## src/hdl/tvwp_pkg.sv

```systemverilog
// shared types, constants and the pixel color conversion for the vram write port
// no dependencies
`default_nettype none

package tvwp_pkg;

  localparam int unsigned OFF_W       = 16;
  localparam int unsigned WORD_W      = 32;
  localparam int unsigned QUEUE_DEPTH = 2;

  localparam logic KIND_READ  = 1'b0;
  localparam logic KIND_WRITE = 1'b1;

  localparam logic [WORD_W-1:0] KEEP_NONE       = 32'h0000_0000;
  localparam logic [WORD_W-1:0] KEEP_UPPER_ONLY = 32'h0000_ffff;
  localparam logic [WORD_W-1:0] KEEP_LOWER_ONLY = 32'hffff_0000;

  localparam int unsigned UPPER_CLEAR_BIT = 31;
  localparam int unsigned LOWER_CLEAR_BIT = 15;

  localparam int unsigned CFG_IDX_W  = 1;
  localparam int unsigned CFG_DATA_W = 1;
  localparam logic [CFG_IDX_W-1:0] CFG_ACTIVE_BANK = 1'd0;
  localparam logic [CFG_IDX_W-1:0] CFG_DEEP_COLOR  = 1'd1;

  typedef struct packed {
    logic              kind;
    logic [OFF_W-1:0]  word_offset;
    logic [WORD_W-1:0] write_data;
    logic [WORD_W-1:0] keep_mask;
  } tvwp_in_t;

  typedef struct packed {
    logic [WORD_W-1:0] read_data;
    logic              plot;
    logic [8:0]        pixel_x;
    logic [7:0]        pixel_y;
    logic [23:0]       left_pixel;
    logic [23:0]       right_pixel;
  } tvwp_out_t;

  typedef struct packed {
    logic              is_write;
    logic              do_write;
    logic              visible;
    logic [OFF_W-1:0]  off;
    logic [8:0]        pixel_x;
    logic [7:0]        pixel_y;
    logic [WORD_W-1:0] data;
    logic [WORD_W-1:0] keep;
  } tvwp_job_t;

  function automatic logic [23:0] to_color(input logic [14:0] c, input logic deep);
    logic [23:0] res;
    if (deep) begin
      res = {c[4:0], 3'b000, c[9:5], 3'b000, c[14:10], 3'b000};
    end else begin
      res = {9'd0, c};
    end
    return res;
  endfunction

endpackage

`default_nettype wire

```

## src/hdl/tvwp_cdiv.sv

```systemverilog
// divide by a constant: reciprocal multiply, back multiply, one correction step
// three register stages advanced by en; no package needed
`default_nettype none

module tvwp_cdiv #(
  parameter int unsigned DIVISOR = 168,
  parameter int unsigned N_W     = 16
) (
  input  wire logic           clk,
  input  wire logic           en,
  input  wire logic [N_W-1:0] num,
  output logic      [N_W-1:0] quo,
  output logic      [N_W-1:0] rem
);

  localparam int unsigned DW = $clog2(DIVISOR);
  localparam int unsigned SH = N_W + DW;
  localparam int unsigned MW = N_W + 1;
  localparam int unsigned PW = N_W + MW;
  localparam int unsigned EW = N_W + DW + 2;
  localparam longint unsigned RECIP = (64'd1 << SH) / DIVISOR;

  logic [N_W-1:0] num1_r;
  logic [PW-1:0]  prod_r;
  logic [N_W-1:0] num2_r;
  logic [N_W-1:0] q0_r;
  logic [N_W-1:0] t_r;
  logic [N_W-1:0] quo_r;
  logic [N_W-1:0] rem_r;

  logic [N_W-1:0] q0;
  logic [EW-1:0]  diff;
  logic           fix;

  assign q0   = N_W'(prod_r >> SH);
  assign diff = EW'(num2_r) - EW'(t_r);
  assign fix  = diff >= EW'(DIVISOR);

  always_ff @(posedge clk) begin
    if (en) begin
      num1_r <= num;
      prod_r <= PW'(num) * PW'(RECIP);
      num2_r <= num1_r;
      q0_r   <= q0;
      t_r    <= N_W'(64'(q0) * 64'(DIVISOR));
      quo_r  <= fix ? q0_r + N_W'(1) : q0_r;
      rem_r  <= fix ? N_W'(diff - EW'(DIVISOR)) : N_W'(diff);
    end
  end

  assign quo = quo_r;
  assign rem = rem_r;

endmodule

`default_nettype wire

```

## src/hdl/tvwp_front.sv

```systemverilog
// front end: accepts items, classifies writes, wraps the offset and maps it to x and y
// depends on tvwp_pkg and tvwp_cdiv
`default_nettype none

module tvwp_front #(
  parameter int unsigned BANK_WORDS     = 65536,
  parameter int unsigned LINE_WORDS     = 168,
  parameter int unsigned VISIBLE_WIDTH  = 320,
  parameter int unsigned VISIBLE_HEIGHT = 240
) (
  input  wire logic                clk,
  input  wire logic                rst_n,
  input  wire logic                start,
  input  wire tvwp_pkg::tvwp_in_t  in_item,
  output logic                     busy,
  output logic                     q_push,
  output tvwp_pkg::tvwp_job_t      q_job,
  input  wire logic                q_full
);

  import tvwp_pkg::*;

  localparam int unsigned STAGES = 6;
  localparam int unsigned HALF_W = VISIBLE_WIDTH / 2;

  logic [STAGES-1:0] v_r;
  tvwp_job_t         side_r [STAGES];

  logic              adv;
  logic              accept;
  tvwp_job_t         in_job;
  tvwp_job_t         mid_job;
  logic [OFF_W-1:0]  bank_rem;
  logic [OFF_W-1:0]  line_quo;
  logic [OFF_W-1:0]  line_rem;
  logic              up_ok;
  logic              lo_ok;

  assign adv    = !(v_r[STAGES-1] && q_full);
  assign busy   = !adv;
  assign accept = start && adv;
  assign q_push = v_r[STAGES-1] && !q_full;

  // write classification
  always_comb begin
    up_ok          = !in_item.write_data[UPPER_CLEAR_BIT];
    lo_ok          = !in_item.write_data[LOWER_CLEAR_BIT];
    in_job         = '0;
    in_job.is_write = in_item.kind == KIND_WRITE;
    in_job.data    = in_item.write_data;
    in_job.keep    = in_item.keep_mask;
    if (in_item.keep_mask == KEEP_NONE) begin
      in_job.do_write = up_ok || lo_ok;
      in_job.keep     = {{16{!up_ok}}, {16{!lo_ok}}};
    end else if (in_item.keep_mask == KEEP_UPPER_ONLY) begin
      in_job.do_write = up_ok;
    end else if (in_item.keep_mask == KEEP_LOWER_ONLY) begin
      in_job.do_write = lo_ok;
    end else begin
      in_job.do_write = 1'b1;
    end
    if (in_item.kind == KIND_READ) begin
      in_job.do_write = 1'b0;
    end
  end

  tvwp_cdiv #(
    .DIVISOR (BANK_WORDS),
    .N_W     (OFF_W)
  ) u_bank_div (
    .clk (clk),
    .en  (adv),
    .num (in_item.word_offset),
    .quo (),
    .rem (bank_rem)
  );

  tvwp_cdiv #(
    .DIVISOR (LINE_WORDS),
    .N_W     (OFF_W)
  ) u_line_div (
    .clk (clk),
    .en  (adv),
    .num (bank_rem),
    .quo (line_quo),
    .rem (line_rem)
  );

  always_comb begin
    mid_job     = side_r[2];
    mid_job.off = bank_rem;
  end

  always_ff @(posedge clk) begin
    if (!rst_n) begin
      v_r <= '0;
    end else if (adv) begin
      v_r <= {v_r[STAGES-2:0], accept};
    end
  end

  always_ff @(posedge clk) begin
    if (adv) begin
      side_r[0] <= in_job;
      side_r[1] <= side_r[0];
      side_r[2] <= side_r[1];
      side_r[3] <= mid_job;
      side_r[4] <= side_r[3];
      side_r[5] <= side_r[4];
    end
  end

  always_comb begin
    q_job         = side_r[STAGES-1];
    q_job.visible = (32'(line_rem) < 32'(HALF_W)) && (32'(line_quo) < 32'(VISIBLE_HEIGHT));
    q_job.pixel_x = {line_rem[7:0], 1'b0};
    q_job.pixel_y = line_quo[7:0];
  end

endmodule

`default_nettype wire

```

## config.mk

```make
export PLATFORM = sky130hd
export DESIGN_NAME = tvwp_front
export DESIGN_NICKNAME = d
export VERILOG_FILES = /design/src/hdl/tvwp_pkg.sv /design/src/hdl/tvwp_cdiv.sv /design/src/hdl/tvwp_front.sv
export SDC_FILE = /design/constraint.sdc
export NUM_CORES = 1
export LEC_CHECK = 0
export BUFFER_PORTS_ARGS = -buffer_cell sky130_fd_sc_hd__buf_2
export CORE_ASPECT_RATIO = 0.7
export CORE_MARGIN = 5
export CORE_UTILIZATION = 50
export CTS_BUF_LIST = sky130_fd_sc_hd__clkbuf_8
export DETAILED_ROUTE_END_ITERATION = 10
export MAX_ROUTING_LAYER = met4
export PLACE_DENSITY = 0.69
export SLEW_MARGIN = 30
export SYNTH_ARGS = -nofsm -noshare
export SYNTH_HDL_FRONTEND = slang
export SYNTH_SLANG_ARGS = --single-unit
```

## constraint.sdc

```tcl
create_clock -name clk -period 29.3 [get_ports clk]
set_input_delay 0 -clock clk [delete_from_list [all_inputs] [get_ports clk]]
set_output_delay 0 -clock clk [all_outputs]
set_load 0.005 [all_outputs]
```

==> flow_summary.toml <==
[worst_setup_path]
path_common_cell = "ha_1"
cp.arrival_ps = 6400
cp_max_fo = 5
path_class = "reg -> reg"
critPathLaunch = "u_bank_div.rem[2]"
cp_slowest_cell = "fa_1"
path_cells = "ha_1 > ha_1 > xor2_1 > ha_1 > fa_1 > fa_1 > inv_1 > fa_1 > inv_1 > ha_1 > nand2_1 > o21ai_0 > a21oi_1 > o21ai_0 > a211oi_1 > o21ai_0 > a41oi_1 > mux2i_1 > o2111ai_1"
required_ps = 29680
startpoint_type = "flop"
r2r-start = "u_bank_div.rem[2]"
max_stage_delay_ps = 560
endpoint_kind = "flop"

[sta]
period_needed_ps = 6020
timing.fmax_ghz = 0.166
timing.setup.tns_ps = 0
fin_crit_sh_pct = 20.5
slew_headroom_pct = 35.9
slew_viol_final = 0
tightest_slew_ps = 962
clock_skew_ps = 21.3
hold_viol_final = 0
setup_viol_count_final = 0
finalHoldWorstSlack_ps = 67.5
rsz0062_at_grt = "no"

[clock_tree]
htreeDepth = 3
clk_latency_ps = 660
cts_tree = "yes"
cts_buffer_depth = 3
clkSlewWorstSetupHoldPaths_ps = 60
clock_sinks = 550
cts_made_buffers = 81
cts_root_buf = "clkbuf_8"

[floorplanning]
io_pins = 187
die_w_um = 261
dieArea_um2 = 48300
die_y_um = 185
coreArea_um2 = 43600
num_rows = 64
initial_core_util_pct = 50.5

[detailed_routing]
drtPass1Iterations = 5
drc = 0
viasPerCell = 4.80
ant_nets = 0
vias = 10800
wl_per_cell_um = 16.9
drt_iter0_markers = 600
wl_um = 37800

[min_path]
worstHoldStart = "in_item[66]"
hp-class = "in -> reg"

[synthesis]
synth.distinct_cells = 54
synth_ff_type = "edfxtp_1"
synth_seq_cells = 550
syn_inst = 1226
async_reset_ff_share_pct = 0
synth_edf_count = 544
syn_area_per_cell_um2 = 17.9
syn_nets = 1507
yosys_warnings = 0
ys_seq_area_share_pct = 74.9
synth_area_um2 = 22000

[placed_design]
dp_hpwl_um = 24800
gp_congestion = 0.838
io_buffers = 185

[finish]
area_growth_pct = 19.2
drive_above_1_share_pct = 20.4
nFillCells = 3284
layout_common_cells = "edfxtp_1 (544), buf_2 (185), ha_1 (155), inv_1 (154), dlygate4sd3_1 (105)"
fin_util_pct = 60.2
finalNetCount = 1862
final_common_cell = "edfxtp_1"

[global_routing]
grt_antenna_before_repair = 1
grt_max_degree = 193
grt_pass1_wl_um = 58800
grt_usage_pct = 16.3
gr-total-overflow = 0
first_global_vias = 10900

[pwr]
finalPower_mw = 2.25
p_per_area_nw_per_um2 = 85.9
peakVddDrop_uv = 64.1
p_leak_nw = 10.9

[run_status]
status = "completed"

[run]
drv_cap = 0
## per-layer routing
metal | GRT usage [%] | routed length [um] | up-vias
met3 | 4.12 | 2040 | 72
li1 | - | - | 5269
met4 | 5.11 | 796 | 0
met2 | 22.9 | 16800 | 258
met5 | - | 0 | -
met1 | 23.6 | 18200 | 5158
## area by class of cell
class | instances | area [um^2] | share of cell area (%)
antenna | 1 | 2.50 | 0.00955
clock buffer | 81 | 1110 | 4.25
clock inverter | 65 | 462 | 1.76
inverter | 130 | 488 | 1.86
multi-input combinational | 521 | 4870 | 18.6
sequential | 550 | 16500 | 62.8
tap | 594 | 743 | 2.84
timing repair buffer | 297 | 2080 | 7.93
## state kept, by name, indices dropped and copies added (netlist names)
register / cells
u_line_div.num1_r: 15
v_r: 6
u_bank_div.num1_r: 16
u_line_div.prod_r: 9
u_bank_div.rem: 16
u_line_div.rem: 16
u_line_div.q0_r: 9
u_bank_div.num2_r: 16
u_line_div.t_r: 11
u_line_div.num2_r: 15
u_line_div.quo: 10
side_r: 411
## timing repair
item                                    4_1_cts  5_1_grt
gates resized for setup                       0        0
endpoints found under the hold margin        88        0
endpoints found under the setup margin        0        0
setup buffers                                 0        0
hold buffers                                105        0
## where the power goes
group          switching, mW  leakage (nW)  internal, mW
combinational          0.346          4.24         0.287
sequential            0.0383          5.81         0.982
clock                  0.284         0.881         0.315
total                  0.669          10.9          1.58
## through the flow
step	area, um^2	worst slack, ps	std cells
after global routing	26200	23010	2239
after detailed placement	23500	23360	1985
after floorplan	22000	14690	1226
final	26200	23280	2239
after global placement	23500	23550	1985
after CTS	26200	23310	2236
## path summary, 6_finish.rpt
kind	endpoint	slack [ps]	depth (start not counted)
hold reg to reg	u_bank_div.rem[14]	410	0
hold / removal	u_bank_div.num1_r[2]	70	2
setup reg to reg	u_line_div.prod_r[30]	23280	19
setup / recovery	u_line_div.prod_r[30]	23280	19
## cells by family (layout without fill, tap and decap cells)
family	count (synthesis)	count (layout)	synth area share [%]
AO/OA/AOI/OAI	109	109	3.30
XOR/XNOR	50	50	2.03
adder cells (fa/ha/maj)	196	196	12.6
buffers and inverters	155	573	3.06
flip-flops	550	550	74.9
multiplexers	3	3	0.142
other	1	2	0.0171
AND/OR/NAND/NOR	162	162	4.05
## worst max-delay path: cells and delay by family (launching register included)
kind,cells,cell delay [ps]
fa+ha+maj,7,2880
mux,1,250
xor+xnor,1,170
compound gates,7,1820
flops,1,430
buf+inv,2,100
simple gates,1,60
## synth_stat cells, types with 4 or more instances
master	n	area (um^2)
ha_1	155	1940
a21oi_1	35	175
a211oi_1	4	30.0
nand3_1	9	45.0
o21ai_0	13	65.1
nor3b_1	4	30.0
inv_1	130	488
o21bai_1	12	90.1
nor3_1	10	50.1
or2_2	33	206
nor4_1	14	87.6
or3_1	5	31.3
buf_4	20	150
nor2_1	24	90.1
a21o_1	13	97.6
edfxtp_1	544	16300
xnor2_1	29	254
nand2_1	29	109
nand2b_1	6	37.5
a31oi_1	4	25.0
a21boi_0	6	45.0
dfxtp_1	6	120
fa_1	41	821
xor2_1	20	175
nor2b_1	5	31.3
nand4_1	13	81.3
(Power assumes the default switching activity.)
