`src/hdl/tvwp_pkg.sv`:
```
// shared types, constants and the pixel color conversion for the vram write port
// no dependencies
`default_nettype none

package tvwp_pkg;

  localparam int unsigned OFF_W       = 16;
  localparam int unsigned WORD_W      = 32;
  localparam int unsigned QUEUE_DEPTH = 2;

  localparam logic KIND_READ  = 1'b0;
  localparam logic KIND_WRITE = 1'b1;

  localparam logic [WORD_W-1:0] KEEP_NONE       = 32'h0000_0000;
  localparam logic [WORD_W-1:0] KEEP_UPPER_ONLY = 32'h0000_ffff;
  localparam logic [WORD_W-1:0] KEEP_LOWER_ONLY = 32'hffff_0000;

  localparam int unsigned UPPER_CLEAR_BIT = 31;
  localparam int unsigned LOWER_CLEAR_BIT = 15;

  localparam int unsigned CFG_IDX_W  = 1;
  localparam int unsigned CFG_DATA_W = 1;
  localparam logic [CFG_IDX_W-1:0] CFG_ACTIVE_BANK = 1'd0;
  localparam logic [CFG_IDX_W-1:0] CFG_DEEP_COLOR  = 1'd1;

  typedef struct packed {
    logic              kind;
    logic [OFF_W-1:0]  word_offset;
    logic [WORD_W-1:0] write_data;
    logic [WORD_W-1:0] keep_mask;
  } tvwp_in_t;

  typedef struct packed {
    logic [WORD_W-1:0] read_data;
    logic              plot;
    logic [8:0]        pixel_x;
    logic [7:0]        pixel_y;
    logic [23:0]       left_pixel;
    logic [23:0]       right_pixel;
  } tvwp_out_t;

  typedef struct packed {
    logic              is_write;
    logic              do_write;
    logic              visible;
    logic [OFF_W-1:0]  off;
    logic [8:0]        pixel_x;
    logic [7:0]        pixel_y;
    logic [WORD_W-1:0] data;
    logic [WORD_W-1:0] keep;
  } tvwp_job_t;

  function automatic logic [23:0] to_color(input logic [14:0] c, input logic deep);
    logic [23:0] res;
    if (deep) begin
      res = {c[4:0], 3'b000, c[9:5], 3'b000, c[14:10], 3'b000};
    end else begin
      res = {9'd0, c};
    end
    return res;
  endfunction

endpackage

`default_nettype wire

```
`src/hdl/tvwp_queue.sv`:
```
// two-entry job queue between the front end and the memory back end
// depends on tvwp_pkg
`default_nettype none

module tvwp_queue (
  input  wire logic                 clk,
  input  wire logic                 rst_n,
  input  wire logic                 push,
  input  wire tvwp_pkg::tvwp_job_t  push_job,
  output logic                      full,
  input  wire logic                 pop,
  output logic                      empty,
  output tvwp_pkg::tvwp_job_t       head_job
);

  import tvwp_pkg::*;

  localparam int unsigned PTR_W = $clog2(QUEUE_DEPTH);
  localparam int unsigned CNT_W = $clog2(QUEUE_DEPTH + 1);

  tvwp_job_t        slot_r [QUEUE_DEPTH];
  logic [PTR_W-1:0] wr_ptr_r;
  logic [PTR_W-1:0] rd_ptr_r;
  logic [CNT_W-1:0] count_r;

  logic do_push;
  logic do_pop;

  assign full     = count_r == CNT_W'(QUEUE_DEPTH);
  assign empty    = count_r == '0;
  assign do_push  = push && !full;
  assign do_pop   = pop && !empty;
  assign head_job = slot_r[rd_ptr_r];

  always_ff @(posedge clk) begin
    if (!rst_n) begin
      wr_ptr_r <= '0;
      rd_ptr_r <= '0;
      count_r  <= '0;
    end else begin
      if (do_push) begin
        wr_ptr_r <= (32'(wr_ptr_r) == QUEUE_DEPTH - 1) ? '0 : wr_ptr_r + PTR_W'(1);
      end
      if (do_pop) begin
        rd_ptr_r <= (32'(rd_ptr_r) == QUEUE_DEPTH - 1) ? '0 : rd_ptr_r + PTR_W'(1);
      end
      if (do_push && !do_pop) begin
        count_r <= count_r + CNT_W'(1);
      end else if (do_pop && !do_push) begin
        count_r <= count_r - CNT_W'(1);
      end
    end
  end

  always_ff @(posedge clk) begin
    if (do_push) begin
      slot_r[wr_ptr_r] <= push_job;
    end
  end

endmodule

`default_nettype wire

```
`config.mk`:
```
export PLATFORM = sky130hd
export DESIGN_NAME = tvwp_queue
export DESIGN_NICKNAME = d
export VERILOG_FILES = /design/src/hdl/tvwp_pkg.sv /design/src/hdl/tvwp_queue.sv
export SDC_FILE = /design/constraint.sdc
export NUM_CORES = 1
export LEC_CHECK = 0
export ABC_AREA = 1
export BUFFER_PORTS_ARGS = -buffer_cell sky130_fd_sc_hd__buf_2
export CAP_MARGIN = 20
export CORE_AREA = 4 4 139 141
export DETAILED_ROUTE_END_ITERATION = 8
export DIE_AREA = 0 0 143 145
export HOLD_SLACK_MARGIN = 0.08
export PLACE_DENSITY = 0.7
export SLEW_MARGIN = 40
export SYNTH_ARGS = -nofsm -noshare
export SYNTH_HDL_FRONTEND = slang
export SYNTH_SLANG_ARGS = --single-unit
```
`constraint.sdc`:
```
create_clock -name clk -period 5.43 [get_ports clk]
set_clock_uncertainty 0.15 [all_clocks]
set_input_delay 0.2715 -clock clk [delete_from_list [all_inputs] [get_ports clk]]
set_output_delay 0.2715 -clock clk [all_outputs]
set_load 0.01 [all_outputs]
```
==> metrics, run 1 <==
initial core utilization=44.33%; CTS tree=yes; average size of a mapped cell=22.82 µm²; largest net degree at the start of global routing=96; Reg clk slew, reported paths=60 ps; final WL=15.54 mm; initial antenna violation count=1; first-pass GRT wire length=23.95 mm; Routed Antenna Nets=0; IO Count=206; total CTS buffers=21; post-layout net count=779; Int Pwr=3.399 mW; site row count=49; Overflow after GRT=0; Worst-Skew Late Latency=480 ps; Synth Area in XOR/XNOR=0%; Tot Pwr=4.562 mW; Layout area overhead=35.76%; Combinational Power Share=25.6%; largest family of logic cells by synthesized area=multiplexers; Worst Max-Slew Pin Slew=760.9 ps; Power Dens Cells=422.0 nW/µm²; simple-gate area share of the yosys netlist=0.9427%; Sink Count=205; dominant synthesized flop cell=edfxtp_1; routed vias=4,274; clock share of power=29.1%; final hold vios=0; Synthesized Nets=454; GP Congestion=0.7325; Fmax=403.7 MHz; area fraction in compound gates after synthesis=0.2985%; WP data required=5010 ps; Post-Syn Instances=349; share of layout cells above drive strength 1=49.56%; Root Buffer=clkbuf_16; period utilization=45.62%; CP Max Fanout=95; CTS HTree Levels=1; Port-buffer cells=205; vias in the first global route=4,644; router iterations before antenna repair=4; Post-Synth Adder-Cell Area=0.1571%; Die Ht=145 µm; Setup TNS Final=0 ps; RSZ-0062 raised after global routing=false; largest area contributor in the netlist=edfxtp_1; # setup viols final=0; fraction of registers with async set/reset=0%; Total GRT Usage=14.48%; post-DP HPWL=9.709 mm; Setup Buffers After CTS=0; synth unique cells=14; kind of critical path=reg2out; WL/cell=16.93 µm; DR DRC count=0; crit path time final=2477 ps; top-area cell type share of the netlist area=75.41%; Synthesis Warnings=0; Iteration-0 DRC Markers=154; number of vias per cell=4.656; Hold WC Path Type=in2reg; Seq/Total Area, Yosys=76.67%; core area=17,960 µm²; DIE WIDTH=143 µm; Slew HR=49.28%; CP Launch Type=flip-flop; Synth Cell Area=7964 µm²; # fillers=1,304; status=complete, no violations; DIE AREA=20,740 µm²; Worst VDD drop=0.3458 mV; Post-synth top cells=200 x edfxtp_1, 100 x mux2_4, 11 x nor2_1; leak pwr=4.304 nW; Worst EP arrival=2060 ps; mux cell area share after synthesis=18.85%; number of synthesized flops with an enable pin=200; Finished Core Util=60.19%; Reg power frac=45.4%; #FFs+latches synth=205; hold slack final=356.8 ps; critical path endpoint category=output port; Switch Pwr=1.164 mW; Sw Share=25.51%; final-report max-slew violation count=0; Max Cap Viol=0; ranking of synthesized cells by area=edfxtp_1 75%, mux2_4 19%, buf_12 2.5%; maximum buffer depth of the clock tree=3; top-count cell post-synth=edfxtp_1
==> cell type report <==
class | count | area (µm²) | share of cell area [%]
inverters | 9 | 33.78 | 0.3125
multi-input cells | 124 | 1628 | 15.06
flip-flops and latches | 205 | 6110 | 56.51
repair buffers | 313 | 2107 | 19.49
clock inverters | 7 | 55.05 | 0.5092
diodes | 1 | 2.502 | 0.02315
well taps | 229 | 286.5 | 2.650
clock buffers | 30 | 589.3 | 5.451
==> through the flow <==
| stage | cell area [µm²] | std cells | worst slack (ps) |
|---|---|---|---|
| after floorplan | 7964 | 349 | 79.48 |
| after global routing | 10810 | 918 | 2886 |
| final | 10810 | 918 | 2953 |
| after detailed placement | 9134 | 777 | 3468 |
| after global placement | 9134 | 777 | 3485 |
| after CTS | 10810 | 917 | 2952 |
==> placed cells by master (no fill, tap or decap), types with 6 or more instances in the layout <==
cell type | synthesis | routed
clkbuf_16 | 0 | 21
inv_1 | 9 | 9
dlygate4sd3_1 | 0 | 103
edfxtp_1 | 200 | 200
buf_2 | 0 | 205
nor2_1 | 11 | 9
clkbuf_1 | 0 | 6
mux2_4 | 100 | 100
nand2_1 | 6 | 6
==> flip-flops by register name, indices dropped and copies added (netlist names), named ones only <==
| register | flops |
|---|---|
| slot_r | 200 |
| count_r | 2 |
| rd_ptr_r | 1 |
| wr_ptr_r | 1 |
==> power groups by stage <==
| stage | clock network, mW | logic [mW] | registers (mW) |
|---|---|---|---|
| after detailed placement | 0 | 1.12 | 2.10 |
| after CTS | 1.37 | 1.19 | 2.07 |
| after global routing | 1.44 | 1.25 | 2.09 |
| after global placement | 0 | 1.10 | 2.09 |
| final | 1.33 | 1.17 | 2.07 |
| after floorplan | 0 | 0.825 | 2.11 |
==> per-layer routing <==
layer,track usage [%],up-vias,share of wire (%)
met1,16.95,2080,38
met4,4.183,0,2.6
li1,-,2011,-
met2,25.96,154,52
met3,3.850,29,7.0
met5,0,-,0
==> critical path, cell delays in order (launching register included) <==
cell and delay, ps:
dfxtp_4 410, buf_12 550, mux2_4 360, buf_2 140
==> final timing paths <==
kind / end / depth (start not counted) / from / slack [ps]
worst min-delay path: slot_r[1][77] / 2 / push_job[77] / 360
worst max register to register: slot_r[0][0] / 3 / count_r[0] / 3610
worst max-delay path: head_job[3] / 3 / flip-flop / 2950
worst min register to register: flip-flop / 2 / rd_ptr_r / 360
==> kinds of logic (layout without fill, tap and decap cells) <==
family,count (synthesis),in the layout
fa+ha+maj,1,1
mux,100,100
other cells,0,1
simple gates,19,19
buf+inv,20,359
flops,205,205
compound gates,4,4
==> what timing repair did <==
item                                   CTS  global route
endpoints found under the hold margin  205             0
hold buffers                           103             0
resized for setup                        0             0
No activity file was read; power rests on OpenSTA's default activity.
==> run 2, diff against run 1 <==
Clock period 5.43 ns to 2.1 ns, I/O delays scaled along.
==> run 2 against run 1 <==
Final cell count fell by 0.11%. Routed wire length fell by 1.2%. Highest routed layer unchanged. Critical endpoint is now head_job[85]. Register-to-register slack got worse by 3100 ps.
==> metrics, run 2 (same netlist as run 1, synthesis figures left out) <==
CTS tree=yes; # setup viols final=0 (unchanged); Root Buffer=clkbuf_16; slowest CP cell=dfxtp_4; total CTS buffers=21 (unchanged); Worst Max-Slew Pin Slew=415.4 ps (-345.4 ps); Worst VDD drop=0.8082 mV (+130%); routed vias=4,232 (-0.98%); Max Cap Viol=0 (unchanged); WP data required=1850 ps (-3160 ps); post-layout net count=780 (+0.13%); GP Congestion=0.7137 (-2.6%); cts hold-fix bufs=103 (unchanged); Reg clk slew, reported paths=60 ps (about the same); Sink Count=205 (unchanged); Iteration-0 DRC Markers=218 (+42%); Worst-Skew Late Latency=470 ps (about the same); maximum buffer depth of the clock tree=3 (unchanged); leak pwr=4.321 nW (+0.41%); Die Ht=145 µm (unchanged); Overflow after GRT=0 (unchanged); most frequent cells in the layout=205 x buf_2, 200 x edfxtp_1, 103 x dlygate4sd3_1; Final WS setup=117.1 ps (-2836 ps); DR DRC count=0 (unchanged); final hold vios=0 (unchanged); DIE AREA=20,740 µm² (unchanged); IO Count=206 (unchanged); status=complete, no violations; final WL=15.36 mm (-1.2%); DIE WIDTH=143 µm (unchanged); Setup Buffers After CTS=0 (unchanged); first-pass GRT wire length=24.49 mm (+2.3%); router iterations before antenna repair=4 (unchanged); initial core utilization=44.33% (unchanged); period utilization=94.43%; RSZ-0062 raised after global routing=false; Routed Antenna Nets=0 (unchanged); Fmax=504.3 MHz; commonest non-fill, non-tap cell in the layout=buf_2; Slew HR=72.31% (+23 points); initial antenna violation count=2 (+1); post-DP HPWL=9.446 mm (-2.7%); reg2reg start=count_r[0]; largest net degree at the start of global routing=55 (-43%); Setup TNS Final=0 ps (unchanged); crit-path cells=buf_12 -> mux2_4 -> buf_2; critical path endpoint category=output port; WL/cell=16.75 µm (-1.1%); crit path time final=1983 ps; crit-path max cell delay=370 ps (-180 ps); number of vias per cell=4.615 (-0.87%); final-report max-slew violation count=0 (unchanged); Biggest register=slot_r; CP Max Fanout=51 (-46%); CP Launch Type=flip-flop; kind of critical path=reg2out; Total GRT Usage=14.66% (+0.18 points); vias in the first global route=4,743 (+2.1%); post-CTS resize count=0 (unchanged); Place WS=488.5 ps (-2979 ps); Power Dens Cells=1093 nW/µm² (+160%); share of layout cells above drive strength 1=50.29% (+0.73 points); CTS HTree Levels=1 (unchanged); Hold WC Path Type=in2reg; hold_sp=push_job[45]; Worst EP arrival=1730 ps (-330 ps); core area=17,960 µm² (unchanged); Layout area overhead=36.64%; site row count=49 (unchanged); Port-buffer cells=205 (unchanged); max reg flops=200 (unchanged); Top Registers=slot_r x200, count_r x2
[run 2: layer usage]
layer / global-route usage, % / share of wire [%] / routed length [µm]
met5: 0 / 0 / 0
met2: 26.41 / 52 / 7922
met3: 3.422 / 7.0 / 1080
met4: 3.802 / 2.1 / 323
met1: 17.57 / 39 / 6030
[run 2: where the power goes]
group | leakage, nW | internal, mW | switching, mW
Sequential | 1.91 | 5.18 | 0.165
Combinational | 2.10 | 1.60 | 1.49
Clock | 0.310 | 2.06 | 1.40
Total | 4.32 | 8.84 | 3.06
[run 2: worst paths after layout]
| check | end | slack (ps) | cells after the start |
|---|---|---|---|
| worst max-delay path | head_job[85] | 120 | 3 |
| worst min-delay path | slot_r[0][45] | 200 | 2 |
| worst max register to register | count_r[1] | 490 | 9 |
| worst min register to register | rd_ptr_r | 380 | 2 |
[run 2: worst max-delay path, delay by kind of cell, from the launching register on]
kind | cells | cell delay, ps
buf+inv | 2 | 470
mux | 1 | 350
flops | 1 | 370
[run 2: metrics by stage]
| step | utilization, % | power [mW] | std cells | hold slack [ps] | cell area [µm²] |
|---|---|---|---|---|---|
| after floorplan | - | 7.547 | 349 | 53.87 | 7990 |
| after global placement | 51.30 | 8.345 | 778 | 143.2 | 9215 |
| after detailed placement | 51.30 | 8.419 | 778 | 146.2 | 9215 |
| after CTS | 60.55 | 12.07 | 915 | 179.3 | 10880 |
| after global routing | 60.58 | 12.47 | 917 | 186.7 | 10880 |
| final | 60.58 | 11.90 | 917 | 196.6 | 10880 |
[run 2: layout make-up]
cell class	instances	area [µm²]
multi-input combinational	124	1635
fill	1298	7082
tap	229	286.5
sequential	205	6113
clock buffer	25	540.5
timing repair buffer	314	2177
clock inverter	9	90.09
antenna	2	5.005
inverter	9	33.78
==> run 3, diff against run 2 <==
==> constraint.sdc (replaced) <==
create_clock -name clk -period 2.1 [get_ports clk]
set_clock_uncertainty 0.15 [all_clocks]
set_input_delay 0.21 -clock clk [delete_from_list [all_inputs] [get_ports clk]]
set_output_delay 0.21 -clock clk [all_outputs]
set_load 0.01 [all_outputs]
==> run 3 against run 2 <==
Non-clock buffer count unchanged. Routed wire length grew 5.9%. Sequential power barely moved. Critical path type unchanged. Global-route usage down 0.22 points. Sequential cell count unchanged. Combinational power up 21%. Largest power group unchanged.
==> metrics, run 3 (same netlist as run 1, synthesis figures left out) <==
status=complete, no violations; Place WS=514.8 ps (+26.25 ps); Final WS setup=10.35 ps (-106.7 ps); crit-path cells=buf_16 -> mux2_4 -> buf_6; leak pwr=4.510 nW (+4.4%); Cell Area, Placed=9215 µm² (unchanged); Setup Buffers After CTS=0 (unchanged); storage element area=6113 µm² (unchanged); RSZ-0062 raised after global routing=true; Layout area overhead=43.58%; vias in the first global route=4,699 (-0.93%); site row count=49 (unchanged); Overflow after GRT=0 (unchanged); DIE AREA=20,740 µm² (unchanged); fin area=11,430 µm² (+5.1%); core area=17,960 µm² (unchanged); Worst EP arrival=1730 ps (about the same); initial antenna violation count=0 (-2); DR DRC count=0 (unchanged); max reg flops=200 (unchanged); cells on worst reg2reg path=9 (unchanged); CP Launch Type=flip-flop; Worst-Skew Late Latency=480 ps (about the same); hold slack final=297.0 ps (+100.4 ps); Die Ht=145 µm (unchanged); CP Max Fanout=49 (-3.9%); post-layout net count=781 (+0.13%); CTS tree=yes; Tot Pwr=12.50 mW (+5.1%); Sink Count=205 (unchanged); worst reg-to-reg setup slack=520 ps (+30 ps); placed insts=778 (unchanged); CTS HTree Levels=1 (unchanged); Layout Cells excl Fill=920 (+0.33%); ant diodes=0 (-2); Hold WC Path Type=in2reg; DIE WIDTH=143 µm (unchanged); Top Registers=slot_r x200, count_r x2; maximum buffer depth of the clock tree=3 (unchanged); final WL=16.26 mm (+5.9%); kind of critical path=reg2out; slowest CP cell=dfxtp_4; crit-path max cell delay=390 ps (+20 ps); Max Cap Viol=0 (unchanged); Routed Antenna Nets=0 (unchanged); final-report max-slew violation count=0 (unchanged); routed vias=4,322 (+2.1%); Worst VDD drop=0.8015 mV (-0.82%); GP Congestion=0.7495 (+5.0%); largest net degree at the start of global routing=60 (+9.1%); period utilization=99.51% (+5.1 points); commonest non-fill, non-tap cell in the layout=edfxtp_1; share of layout cells above drive strength 1=49.78% (-0.51 points); router iterations before antenna repair=4 (unchanged); WP data required=1740 ps (-110 ps); hold path cells=2 (unchanged); initial core utilization=44.33% (unchanged); Slew HR=74.07% (+1.8 points); Reg clk slew, reported paths=60 ps (about the same); Worst Max-Slew Pin Slew=389.0 ps (-26.39 ps); post-DP HPWL=9.728 mm (+3.0%); Iteration-0 DRC Markers=208 (-4.6%); Biggest register=slot_r; Power Dens Cells=1093 nW/µm² (about the same); number of vias per cell=4.698 (+1.8%); final hold vios=0 (unchanged); # fillers=1,228 (-5.4%); # setup viols final=0 (unchanged); Port-buffer cells=205 (unchanged); total CTS buffers=22 (+4.8%); Multi-input gate area=1635 µm² (unchanged); first-pass GRT wire length=23.96 mm (-2.2%); crit path time final=2090 ps (+106.7 ps); critical path endpoint category=output port; most frequent cells in the layout=200 x edfxtp_1, 120 x buf_2, 103 x dlygate4sd3_1; Total GRT Usage=14.45% (-0.22 points); IO Count=206 (unchanged); Root Buffer=clkbuf_16; WL/cell=17.67 µm (+5.5%); Fmax=478.5 MHz (-5.1%)
## run 3: stage by stage
step           setup TNS (ps)  utilization (%)
2_1_floorplan          -83160                -
3_3_place_gp                0            51.30
3_5_place_dp                0            51.30
4_1_cts                -5.334            61.53
5_1_grt                 -2118            63.66
6_report                    0            63.66
## run 3: final cells by class
type	count	area share, %
well taps	229	2.506
inverters	9	0.2954
repair buffers	314	23.82
clock buffers	27	5.165
flip-flops and latches	205	53.46
multi-input cells	124	14.30
clock inverters	12	0.4486
## run 3: where the power goes
group	switching [mW]	internal (mW)	leakage [nW]
Clock	1.41	1.98	0.312
Sequential	0.171	5.18	1.91
Combinational	1.63	2.13	2.29
## run 3: routing by layer
layer / global-route usage, % / up-vias / wire length [µm] / share of wire, %
met2: 25.82 / 157 / 8746 / 54
met3: 4.245 / 21 / 1232 / 7.6
met1: 17.05 / 2124 / 6037 / 37
li1: - / 2020 / - / -
met4: 3.470 / 0 / 239 / 1.5
met5: 0 / - / 0 / 0
## run 3: critical path, delay by kind of cell, from the launching register on
family,cells,cell delay [ps]
buf+inv,2,430
flops,1,390
mux,1,360
## run 3: final timing paths
path / startpoint / to
worst min-delay path: push_job[93] / slot_r[1][93]
worst max register to register: count_r[1] / count_r[1]
worst min register to register: wr_ptr_r / wr_ptr_r
worst max-delay path: flip-flop / head_job[12]
## run 3: repair_timing
action	4_1_cts	5_1_grt
endpoints found under the setup margin	48	99
gates resized for setup	26	61
gates cloned	0	0
hold buffers	103	0
endpoints found under the hold margin	205	0
